### src/sv/fec16_pkg.sv
// ----------------------------------------------------------------------------
// fec16_pkg - shared types and constants of the frame encoder
// Command format between front and back end, queue status, field codes and
// the bytewise crc-16 update.
// ----------------------------------------------------------------------------
package fec16_pkg;

  // packed input word width: five header bytes, two 16-bit words, data byte
  localparam int IN_DATA_W = 80;

  // operation codes carried on in_tuser
  localparam logic OP_START   = 1'b0;
  localparam logic OP_PAYLOAD = 1'b1;

  // error codes carried on out_tuser
  localparam logic [1:0] ERR_NONE = 2'd0;
  localparam logic [1:0] ERR_LEN  = 2'd1;
  localparam logic [1:0] ERR_PAY  = 2'd2;

  // configuration register indexes
  localparam logic REG_CRC_INIT    = 1'b0;
  localparam logic REG_MAX_PAYLOAD = 1'b1;

  // configuration reset values
  localparam logic [15:0] CRC_INIT_RST    = 16'hFFFF;
  localparam logic [15:0] MAX_PAYLOAD_RST = 16'd1024;

  // sync pattern and generator polynomial
  localparam logic [7:0]  SYNC_HI  = 8'hA5;
  localparam logic [7:0]  SYNC_LO  = 8'h5A;
  localparam logic [15:0] CRC_POLY = 16'h1021;

  // command kinds handed from front to back end
  typedef logic [1:0] cmd_kind_t;
  localparam cmd_kind_t CMD_HDR     = 2'd0;
  localparam cmd_kind_t CMD_PAY     = 2'd1;
  localparam cmd_kind_t CMD_ERR_LEN = 2'd2;
  localparam cmd_kind_t CMD_ERR_PAY = 2'd3;

  // one classified command; last marks a crc trailer after this command
  typedef struct packed {
    cmd_kind_t   kind;
    logic        last;
    logic [7:0]  version;
    logic [7:0]  destination;
    logic [7:0]  source;
    logic [7:0]  message_type;
    logic [7:0]  frame_flags;
    logic [15:0] sequence_number;
    logic [15:0] payload_length;
    logic [7:0]  data_byte;
  } cmd_t;

  // queue status seen by both ends
  typedef struct packed {
    logic empty;
    logic full;
  } q_stat_t;

  // crc-16 update with one byte, msb first, no reflection
  function automatic logic [15:0] crc16_feed(input logic [15:0] crc, input logic [7:0] b);
    logic [15:0] c;
    c = crc ^ {b, 8'h00};
    for (int i = 0; i < 8; i++) begin
      if (c[15]) begin
        c = {c[14:0], 1'b0} ^ CRC_POLY;
      end else begin
        c = {c[14:0], 1'b0};
      end
    end
    return c;
  endfunction

endpackage

### src/sv/fec16_front.sv
// ----------------------------------------------------------------------------
// fec16_front - input side of the frame encoder
// Accepts input words, tracks the open frame and classifies each word into
// a header, payload or error command for the queue.
// ----------------------------------------------------------------------------
module fec16_front (
  input  logic                                clk,
  input  logic                                rst_n,
  input  logic                                in_tvalid,
  output logic                                in_tready,
  input  logic [fec16_pkg::IN_DATA_W-1:0]     in_tdata,
  input  logic                                in_tuser,
  input  logic [15:0]                         max_payload,
  input  fec16_pkg::q_stat_t                  q_stat,
  output logic                                q_push,
  output fec16_pkg::cmd_t                     q_cmd
);
  import fec16_pkg::*;

  logic        frame_open_r, frame_open_nxt;
  logic [15:0] remain_r, remain_nxt;

  // take a word whenever the queue has room
  assign in_tready = !q_stat.full;
  assign q_push    = in_tvalid && in_tready;

  // unpack fields and classify
  always_comb begin
    q_cmd.version         = in_tdata[7:0];
    q_cmd.destination     = in_tdata[15:8];
    q_cmd.source          = in_tdata[23:16];
    q_cmd.message_type    = in_tdata[31:24];
    q_cmd.frame_flags     = in_tdata[39:32];
    q_cmd.sequence_number = in_tdata[55:40];
    q_cmd.payload_length  = in_tdata[71:56];
    q_cmd.data_byte       = in_tdata[79:72];
    q_cmd.kind            = CMD_ERR_PAY;
    q_cmd.last            = 1'b0;
    frame_open_nxt        = frame_open_r;
    remain_nxt            = remain_r;
    if (in_tuser == OP_START) begin
      // a new start abandons any open frame
      frame_open_nxt = 1'b0;
      remain_nxt     = 16'd0;
      if (q_cmd.payload_length > max_payload) begin
        q_cmd.kind = CMD_ERR_LEN;
      end else begin
        q_cmd.kind     = CMD_HDR;
        q_cmd.last     = (q_cmd.payload_length == 16'd0);
        frame_open_nxt = (q_cmd.payload_length != 16'd0);
        remain_nxt     = q_cmd.payload_length;
      end
    end else if (frame_open_r && (remain_r != 16'd0)) begin
      q_cmd.kind     = CMD_PAY;
      q_cmd.last     = (remain_r == 16'd1);
      remain_nxt     = remain_r - 16'd1;
      frame_open_nxt = (remain_r != 16'd1);
    end
  end

  // frame tracking state
  always_ff @(posedge clk) begin
    if (!rst_n) begin
      frame_open_r <= 1'b0;
      remain_r     <= 16'd0;
    end else if (q_push) begin
      frame_open_r <= frame_open_nxt;
      remain_r     <= remain_nxt;
    end
  end

endmodule

### src/sv/fec16_queue.sv
// ----------------------------------------------------------------------------
// fec16_queue - command queue between front and back end
// Small register fifo; the head entry is visible to the back end directly.
// ----------------------------------------------------------------------------
module fec16_queue #(
  parameter int DEPTH = 4
) (
  input  logic               clk,
  input  logic               rst_n,
  input  logic               push,
  input  fec16_pkg::cmd_t    push_cmd,
  input  logic               pop,
  output fec16_pkg::cmd_t    head_cmd,
  output fec16_pkg::q_stat_t stat
);
  import fec16_pkg::*;

  localparam int AW = (DEPTH > 1) ? $clog2(DEPTH) : 1;
  localparam int CW = $clog2(DEPTH + 1);

  cmd_t          mem_r [DEPTH];
  logic [AW-1:0] wr_ptr_r, rd_ptr_r;
  logic [CW-1:0] count_r;

  assign stat.empty = (count_r == CW'(0));
  assign stat.full  = (count_r == CW'(DEPTH));
  assign head_cmd   = mem_r[rd_ptr_r];

  // storage, no reset needed
  always_ff @(posedge clk) begin
    if (push) begin
      mem_r[wr_ptr_r] <= push_cmd;
    end
  end

  // pointers and fill count
  always_ff @(posedge clk) begin
    if (!rst_n) begin
      wr_ptr_r <= '0;
      rd_ptr_r <= '0;
      count_r  <= '0;
    end else begin
      if (push) begin
        wr_ptr_r <= (wr_ptr_r == AW'(DEPTH - 1)) ? '0 : wr_ptr_r + AW'(1);
      end
      if (pop) begin
        rd_ptr_r <= (rd_ptr_r == AW'(DEPTH - 1)) ? '0 : rd_ptr_r + AW'(1);
      end
      if (push && !pop) begin
        count_r <= count_r + CW'(1);
      end else if (pop && !push) begin
        count_r <= count_r - CW'(1);
      end
    end
  end

  // fill count stays in range
  a_count_range: assert property (@(posedge clk) disable iff (!rst_n)
    count_r <= CW'(DEPTH))
    else $error("queue fill count out of range");

  // no push into a full queue, no pop from an empty one
  a_no_overrun: assert property (@(posedge clk) disable iff (!rst_n)
    !(push && stat.full) && !(pop && stat.empty))
    else $error("queue overrun or underrun");

  // a lone pop lowers the count by one
  a_pop_count: assert property (@(posedge clk) disable iff (!rst_n)
    (pop && !push) |=> (count_r == $past(count_r) - CW'(1)))
    else $error("queue count not reduced on pop");

endmodule

### src/sv/fec16_back.sv
// ----------------------------------------------------------------------------
// fec16_back - byte sequencer of the frame encoder
// Walks the head command byte by byte, keeps the running crc and drives the
// registered output word.
// ----------------------------------------------------------------------------
module fec16_back (
  input  logic               clk,
  input  logic               rst_n,
  input  logic [15:0]        crc_init,
  input  fec16_pkg::cmd_t    head_cmd,
  input  fec16_pkg::q_stat_t q_stat,
  output logic               q_pop,
  output logic               out_tvalid,
  input  logic               out_tready,
  output logic [7:0]         out_tdata,
  output logic               out_tlast,
  output logic [1:0]         out_tuser
);
  import fec16_pkg::*;

  // byte positions within a header command
  localparam logic [3:0] STEP_SYNC_HI  = 4'd0;
  localparam logic [3:0] STEP_SYNC_LO  = 4'd1;
  localparam logic [3:0] STEP_VERSION  = 4'd2;
  localparam logic [3:0] STEP_DEST     = 4'd3;
  localparam logic [3:0] STEP_SOURCE   = 4'd4;
  localparam logic [3:0] STEP_TYPE     = 4'd5;
  localparam logic [3:0] STEP_FLAGS    = 4'd6;
  localparam logic [3:0] STEP_SEQ_LO   = 4'd7;
  localparam logic [3:0] STEP_SEQ_HI   = 4'd8;
  localparam logic [3:0] STEP_LEN_LO   = 4'd9;
  localparam logic [3:0] STEP_LEN_HI   = 4'd10;
  localparam logic [3:0] STEP_HCRC_LO  = 4'd11;
  localparam logic [3:0] STEP_HCRC_HI  = 4'd12;
  // byte positions within a payload command
  localparam logic [3:0] STEP_DATA     = 4'd0;
  localparam logic [3:0] STEP_PCRC_LO  = 4'd1;
  localparam logic [3:0] STEP_PCRC_HI  = 4'd2;

  logic [3:0]  step_r, step_nxt;
  logic [15:0] crc_r, crc_nxt;
  logic        vld_r;
  logic [7:0]  byte_r;
  logic        last_r;
  logic [1:0]  err_r;

  logic        emit;
  logic        final_step;
  logic        feed;
  logic [7:0]  byte_sel;
  logic        eof_sel;
  logic [1:0]  err_sel;

  // advance when a command waits and the output slot is free or draining
  assign emit  = !q_stat.empty && (!vld_r || out_tready);
  assign q_pop = emit && final_step;

  // select the byte for the current step
  always_comb begin
    byte_sel   = 8'h00;
    eof_sel    = 1'b0;
    err_sel    = ERR_NONE;
    feed       = 1'b0;
    final_step = 1'b0;
    case (head_cmd.kind)
      CMD_HDR: begin
        feed = 1'b1;
        case (step_r)
          STEP_SYNC_HI: begin
            byte_sel = SYNC_HI;
            feed     = 1'b0;
          end
          STEP_SYNC_LO: begin
            byte_sel = SYNC_LO;
            feed     = 1'b0;
          end
          STEP_VERSION: byte_sel = head_cmd.version;
          STEP_DEST:    byte_sel = head_cmd.destination;
          STEP_SOURCE:  byte_sel = head_cmd.source;
          STEP_TYPE:    byte_sel = head_cmd.message_type;
          STEP_FLAGS:   byte_sel = head_cmd.frame_flags;
          STEP_SEQ_LO:  byte_sel = head_cmd.sequence_number[7:0];
          STEP_SEQ_HI:  byte_sel = head_cmd.sequence_number[15:8];
          STEP_LEN_LO:  byte_sel = head_cmd.payload_length[7:0];
          STEP_LEN_HI: begin
            byte_sel   = head_cmd.payload_length[15:8];
            final_step = !head_cmd.last;
          end
          STEP_HCRC_LO: begin
            byte_sel = crc_r[7:0];
            feed     = 1'b0;
          end
          STEP_HCRC_HI: begin
            byte_sel   = crc_r[15:8];
            eof_sel    = 1'b1;
            feed       = 1'b0;
            final_step = 1'b1;
          end
          default: begin
            feed       = 1'b0;
            final_step = 1'b1;
          end
        endcase
      end
      CMD_PAY: begin
        case (step_r)
          STEP_DATA: begin
            byte_sel   = head_cmd.data_byte;
            feed       = 1'b1;
            final_step = !head_cmd.last;
          end
          STEP_PCRC_LO: byte_sel = crc_r[7:0];
          STEP_PCRC_HI: begin
            byte_sel   = crc_r[15:8];
            eof_sel    = 1'b1;
            final_step = 1'b1;
          end
          default: final_step = 1'b1;
        endcase
      end
      CMD_ERR_LEN: begin
        eof_sel    = 1'b1;
        err_sel    = ERR_LEN;
        final_step = 1'b1;
      end
      default: begin
        eof_sel    = 1'b1;
        err_sel    = ERR_PAY;
        final_step = 1'b1;
      end
    endcase
  end

  // next step and running crc
  always_comb begin
    step_nxt = final_step ? 4'd0 : step_r + 4'd1;
    crc_nxt  = crc_r;
    if ((head_cmd.kind == CMD_HDR) && (step_r == STEP_SYNC_HI)) begin
      crc_nxt = crc_init;
    end else if (feed) begin
      crc_nxt = crc16_feed(crc_r, byte_sel);
    end
  end

  // sequencer state
  always_ff @(posedge clk) begin
    if (!rst_n) begin
      step_r <= 4'd0;
      crc_r  <= 16'd0;
    end else if (emit) begin
      step_r <= step_nxt;
      crc_r  <= crc_nxt;
    end
  end

  // output register
  always_ff @(posedge clk) begin
    if (!rst_n) begin
      vld_r <= 1'b0;
    end else if (emit) begin
      vld_r <= 1'b1;
    end else if (out_tready) begin
      vld_r <= 1'b0;
    end
  end

  always_ff @(posedge clk) begin
    if (emit) begin
      byte_r <= byte_sel;
      last_r <= eof_sel;
      err_r  <= err_sel;
    end
  end

  assign out_tvalid = vld_r;
  assign out_tdata  = byte_r;
  assign out_tlast  = last_r;
  assign out_tuser  = err_r;

  // an error word carries a zero byte and closes the frame
  a_err_word: assert property (@(posedge clk) disable iff (!rst_n)
    (vld_r && (err_r != ERR_NONE)) |-> (last_r && (byte_r == 8'h00)))
    else $error("error word with data or without end marker");

  // the step counter rests at zero whenever a command is popped
  a_step_reset: assert property (@(posedge clk) disable iff (!rst_n)
    q_pop |=> (step_r == 4'd0))
    else $error("step counter not cleared after command");

endmodule

### src/sv/frame_encoder_crc16.sv
// ----------------------------------------------------------------------------
// frame_encoder_crc16 - framed byte stream encoder with crc-16 trailer
// Start words open a frame with sync, header and length; payload words add
// one byte each; a crc-16 (poly 0x1021) closes the frame, low byte first.
//
//   channel  dir  words                      sideband
//   in_      in   header / payload (80 bit)  tuser = operation
//   out_     out  one frame byte (8 bit)     tlast = end of frame, tuser = error
//   cfg_     in   register write (16 bit)    cfg_index selects register
//
// A payload word yields its data byte, plus the crc trailer if it ends a frame.
// A start word yields sync, header and length bytes, plus the trailer with zero
// length; error words yield one word. The back end byte sequencer sets this.
// Reset clears frame tracking, queue and output, and loads crc_init 0xFFFF and
// max_payload 1024. The queue takes input words while the output stalls, until full.
// ----------------------------------------------------------------------------
module frame_encoder_crc16 #(
  parameter int QUEUE_DEPTH = 4
) (
  input  logic                            clk,
  input  logic                            rst_n,
  // version, destination, source, message_type, frame_flags,
  // sequence_number[15:0], payload_length[15:0], data_byte
  input  logic                            in_tvalid,
  output logic                            in_tready,
  input  logic [fec16_pkg::IN_DATA_W-1:0] in_tdata,
  input  logic                            in_tuser,   // operation
  output logic                            out_tvalid,
  input  logic                            out_tready,
  output logic [7:0]                      out_tdata,  // out_byte
  output logic                            out_tlast,  // end_of_frame
  output logic [1:0]                      out_tuser,  // error_code
  input  logic                            cfg_valid,
  output logic                            cfg_ready,
  input  logic                            cfg_index,
  input  logic [15:0]                     cfg_data
);
  import fec16_pkg::*;

  logic [15:0] crc_init_r;
  logic [15:0] max_payload_r;

  logic        q_push, q_pop;
  cmd_t        push_cmd, head_cmd;
  q_stat_t     q_stat;

  // configuration registers
  assign cfg_ready = 1'b1;

  always_ff @(posedge clk) begin
    if (!rst_n) begin
      crc_init_r    <= CRC_INIT_RST;
      max_payload_r <= MAX_PAYLOAD_RST;
    end else if (cfg_valid && cfg_ready) begin
      case (cfg_index)
        REG_CRC_INIT:    crc_init_r    <= cfg_data;
        REG_MAX_PAYLOAD: max_payload_r <= cfg_data;
        default: ;
      endcase
    end
  end

  // front end: accept and classify
  fec16_front u_front (
    .clk         (clk),
    .rst_n       (rst_n),
    .in_tvalid   (in_tvalid),
    .in_tready   (in_tready),
    .in_tdata    (in_tdata),
    .in_tuser    (in_tuser),
    .max_payload (max_payload_r),
    .q_stat      (q_stat),
    .q_push      (q_push),
    .q_cmd       (push_cmd)
  );

  // command queue
  fec16_queue #(
    .DEPTH (QUEUE_DEPTH)
  ) u_queue (
    .clk      (clk),
    .rst_n    (rst_n),
    .push     (q_push),
    .push_cmd (push_cmd),
    .pop      (q_pop),
    .head_cmd (head_cmd),
    .stat     (q_stat)
  );

  // back end: byte sequencer and output register
  fec16_back u_back (
    .clk        (clk),
    .rst_n      (rst_n),
    .crc_init   (crc_init_r),
    .head_cmd   (head_cmd),
    .q_stat     (q_stat),
    .q_pop      (q_pop),
    .out_tvalid (out_tvalid),
    .out_tready (out_tready),
    .out_tdata  (out_tdata),
    .out_tlast  (out_tlast),
    .out_tuser  (out_tuser)
  );

endmodule

### config.mk
export PLATFORM = sky130hd
export DESIGN_NAME = frame_encoder_crc16
export DESIGN_NICKNAME = d
export VERILOG_FILES = /design/src/sv/fec16_pkg.sv /design/src/sv/fec16_front.sv /design/src/sv/fec16_queue.sv /design/src/sv/fec16_back.sv /design/src/sv/frame_encoder_crc16.sv
export SDC_FILE = /design/constraint.sdc
export NUM_CORES = 1
export LEC_CHECK = 0
export BUFFER_PORTS_ARGS = -buffer_cell sky130_fd_sc_hd__buf_2
export CAP_MARGIN = 20
export CELL_PAD_IN_SITES_DETAIL_PLACEMENT = 0
export CELL_PAD_IN_SITES_GLOBAL_PLACEMENT = 2
export CORE_MARGIN = 2
export CORE_UTILIZATION = 44
export DETAILED_ROUTE_END_ITERATION = 6
export GPL_TIMING_DRIVEN = 0
export HOLD_SLACK_MARGIN = 0.15
export PLACE_DENSITY = 0.8
export SLEW_MARGIN = 10
export SYNTH_ARGS = -nofsm -noshare
export SYNTH_HDL_FRONTEND = slang
export SYNTH_HIERARCHICAL = 1
export SYNTH_SLANG_ARGS = --single-unit
### constraint.sdc
create_clock -name clk -period 5.6 [get_ports clk]
set_clock_uncertainty 0.2 [all_clocks]
set_input_delay 1.12 -clock clk [delete_from_list [all_inputs] [get_ports clk]]
set_output_delay 1.12 -clock clk [all_outputs]
set_load 0.03 [all_outputs]
==> results.txt <==
Gate Count Post-Synth - 1,279
Slew Limit Headroom - 29.9%
syn_area_per_cell - 14.9 µm²
layout cells sized above 1 - 26.0%
post-CTS resize count - 0
pre-CTS WS - 1.37 ns
CTS clock-pin slew for the worst setup and hold paths - 0.06 ns
Synth area leaders - edfxtp_1, mux4_2, dfxtp_1
CP Max Fanout - 10
first-pass GRT wire length - 68,600 µm
routed wire length - 46,200 µm
die width - 212 µm
Power per Cell Area - 467 mW/mm²
leak pwr - 7.37 nW
crit path buf inv count - 5
Max VDD drop - 0.000292 V
Top FF cell, synth - edfxtp_1
RSZ-0062 raised after global routing - no
Vias - 11,300
total track usage - 20.8%
largest net degree at the start of global routing - 51
Max Clk Rate - 240 MHz
reg2reg setup slack - 1.43 ns
Tmin final - 4.17 ns
RD Place Congestion - 0.901
H-Tree Depth - 2
crit start category - register
clock latency on the worst-skew pair - 0.56 ns
status - complete, no violations
Synth Register Bits - 422
required time of the critical path - 5.89 ns
Setup Crit Path Kind - reg2reg
clock root cell - clkbuf_16
post-layout instance area - 0.0216 mm²
Core Util, Final - 50.4%
Hold Buf Count CTS - 0
largest area contributor in the netlist - edfxtp_1
Diodes inserted - 0
Post-DRT Antenna Nets - 0
most common cell in the netlist - edfxtp_1
Largest stage delay, worst path - 0.53 ns
crit path DAT - 4.46 ns
synth unique cells - 88
area of the core - 0.0429 mm²
drt wl/cell - 23.1 µm
post-CTS setup buffers - 0
slowest cell on the critical path - mux4_2
CTS tree - yes
Layout area overhead - 13.6%
register area share after synthesis - 62.5%
synthesized cell area - 0.0190 mm²
placed wire-length estimate - 31,800 µm
met1 WL - 21,100 µm
Post-synth top cells - edfxtp_1, buf_4, mux4_2
# DRC - 0
Pre-Repair DR Iteration Count - 5
DR top layer - met4
Setup Viol. Count Final - 0
async set-reset flop share out of synthesis - 0%
fin crit share - 74.4%
Worst Setup End Kind - register
initial antenna violation count - 0
Overflow after GRT - 0
met2 wire length - 21,000 µm
fin nets - 1,516
post-DR vias/cell - 5.63
metal3 WL - 2800 µm
Tightest Pin Transition - 1.05 ns
Initial Util - 44.3%
maximum clock path buffer count - 3
Post-Syn Nets - 1,413
Largest delay share family, worst path - simple AND/OR/NAND/NOR gates
clock tree sinks - 422
PortBufs - 50
vias in the first global route - 11,100
CP cell instances - buf_2 -> mux4_2 -> buf_2 -> or4b_4 -> buf_6 -> nor2_1 -> a21oi_1 -> and2_1 -> inv_1 -> ha_1 -> inv_1 -> fa_1 -> xor2_1 -> or3_1 -> a21boi_0
DP Area - 0.0201 mm²
Synth Warn # - 6
total CTS buffers - 45
max cap viols - 0
EDFF count, synth - 343
# IOs - 117
std cell rows - 76
Min-Delay Path Class - reg2reg
initial drt markers - 1,013
die area - 0.0449 mm²
Final WS setup - 1.43 ns
Final Slew Violations - 0
Synth top area share - 54.2%
endpoints failing hold - 0
Chip Height - 212 µm
## worst min-delay path: cells and delay by family (launching register included)
| family | cells | cell delay [ns] |
|---|---|---|
| flops | 1 | 0.31 |
| simple gates | 1 | 0.06 |
| compound gates | 1 | 0.05 |
## through the flow
| stage | power, mW | cells | hold WS [ns] | setup TNS, ns |
|---|---|---|---|---|
| final | 10.1 | 2002 | 0.258 | 0 |
| after global routing | 10.6 | 2002 | 0.283 | 0 |
| after global placement | 7.20 | 1914 | 0.242 | -175.19 |
| after detailed placement | 7.21 | 1918 | 0.245 | 0 |
| after floorplan | 6.25 | 1279 | 0.228 | 0 |
| after CTS | 10.1 | 2000 | 0.260 | 0 |
## cells in the final DEF, fill, tap and decap left out, types with 13 or more instances in the layout
cell       netlist  routed
mux4_2          83      83
ha_1            30      30
nand3b_1        28      28
nor2b_1         13      13
nand4_1         23      23
nor3_1          16      16
clkbuf_1        23      31
o211ai_1        22      22
mux2i_1         14      14
o21ai_0         36      36
edfxtp_1       343     343
dfxtp_1         79      79
clkbuf_16        0      46
nor2_1          36      36
a22oi_1         18      18
a21oi_1         32      32
buf_6           13      14
inv_1           53      53
nand2_1         52      52
nand3_1         26      26
buf_4           83      83
buf_2           30      81
## where the power goes
part,switching (mW),internal (mW)
combinational,1.84,1.33
sequential,0.204,3.80
clock,1.17,1.73
## registers in the layout (all words and copies together) (netlist names), 2 cells and up, named ones only
register and flops:
u_queue/mem_r 332, crc_init_r 16, max_payload_r 16, u_back/crc_r 16
u_front/remain_r 16, u_back/out_tdata 8, u_back/step_r 4, u_queue/count_r 3
u_back/out_tuser 2, u_queue/rd_ptr_r 2, u_queue/wr_ptr_r 2
## area by class of cell
class / instances / area (µm²)
buffer: 156 / 1030
clock buffer: 57 / 1220
clock inverter: 25 / 238
fill: 3610 / 21300
inverter: 54 / 203
multi-input combinational: 647 / 5910
sequential: 422 / 11900
tap: 585 / 732
timing repair buffer: 56 / 377
## per-layer routing
| layer | track usage [%] | vias up |
|---|---|---|
| li1 | - | 5150 |
| met1 | 30.7 | 5674 |
| met2 | 31.5 | 370 |
| met3 | 3.50 | 71 |
| met4 | 6.97 | 0 |
| met5 | 0 | - |
## worst paths after layout
check                                  from                              end  cells after the start
min          max_payload_r[11]$_SDFFE_PN0P_   max_payload_r[11]$_SDFFE_PN0P_                      2
max reg2reg                        register  u_queue/count_r[2]$_SDFFE_PN0P_                     15
max                                register  u_queue/count_r[2]$_SDFFE_PN0P_                     15
min reg2reg  max_payload_r[11]$_SDFFE_PN0P_   max_payload_r[11]$_SDFFE_PN0P_                      2
## cell families (layout without fill, tap and decap cells)
kind of cell | after synthesis | count (layout) | synth area share, %
flip-flops | 422 | 422 | 62.5
AND/OR/NAND/NOR | 282 | 282 | 8.59
AO/OA/AOI/OAI | 213 | 213 | 8.30
buffers and inverters | 210 | 348 | 6.50
multiplexers | 99 | 99 | 10.7
adder cells (fa/ha/maj) | 31 | 31 | 2.08
XOR/XNOR | 21 | 21 | 1.34
other | 1 | 1 | 0.0197
(Power assumes the default switching activity.)
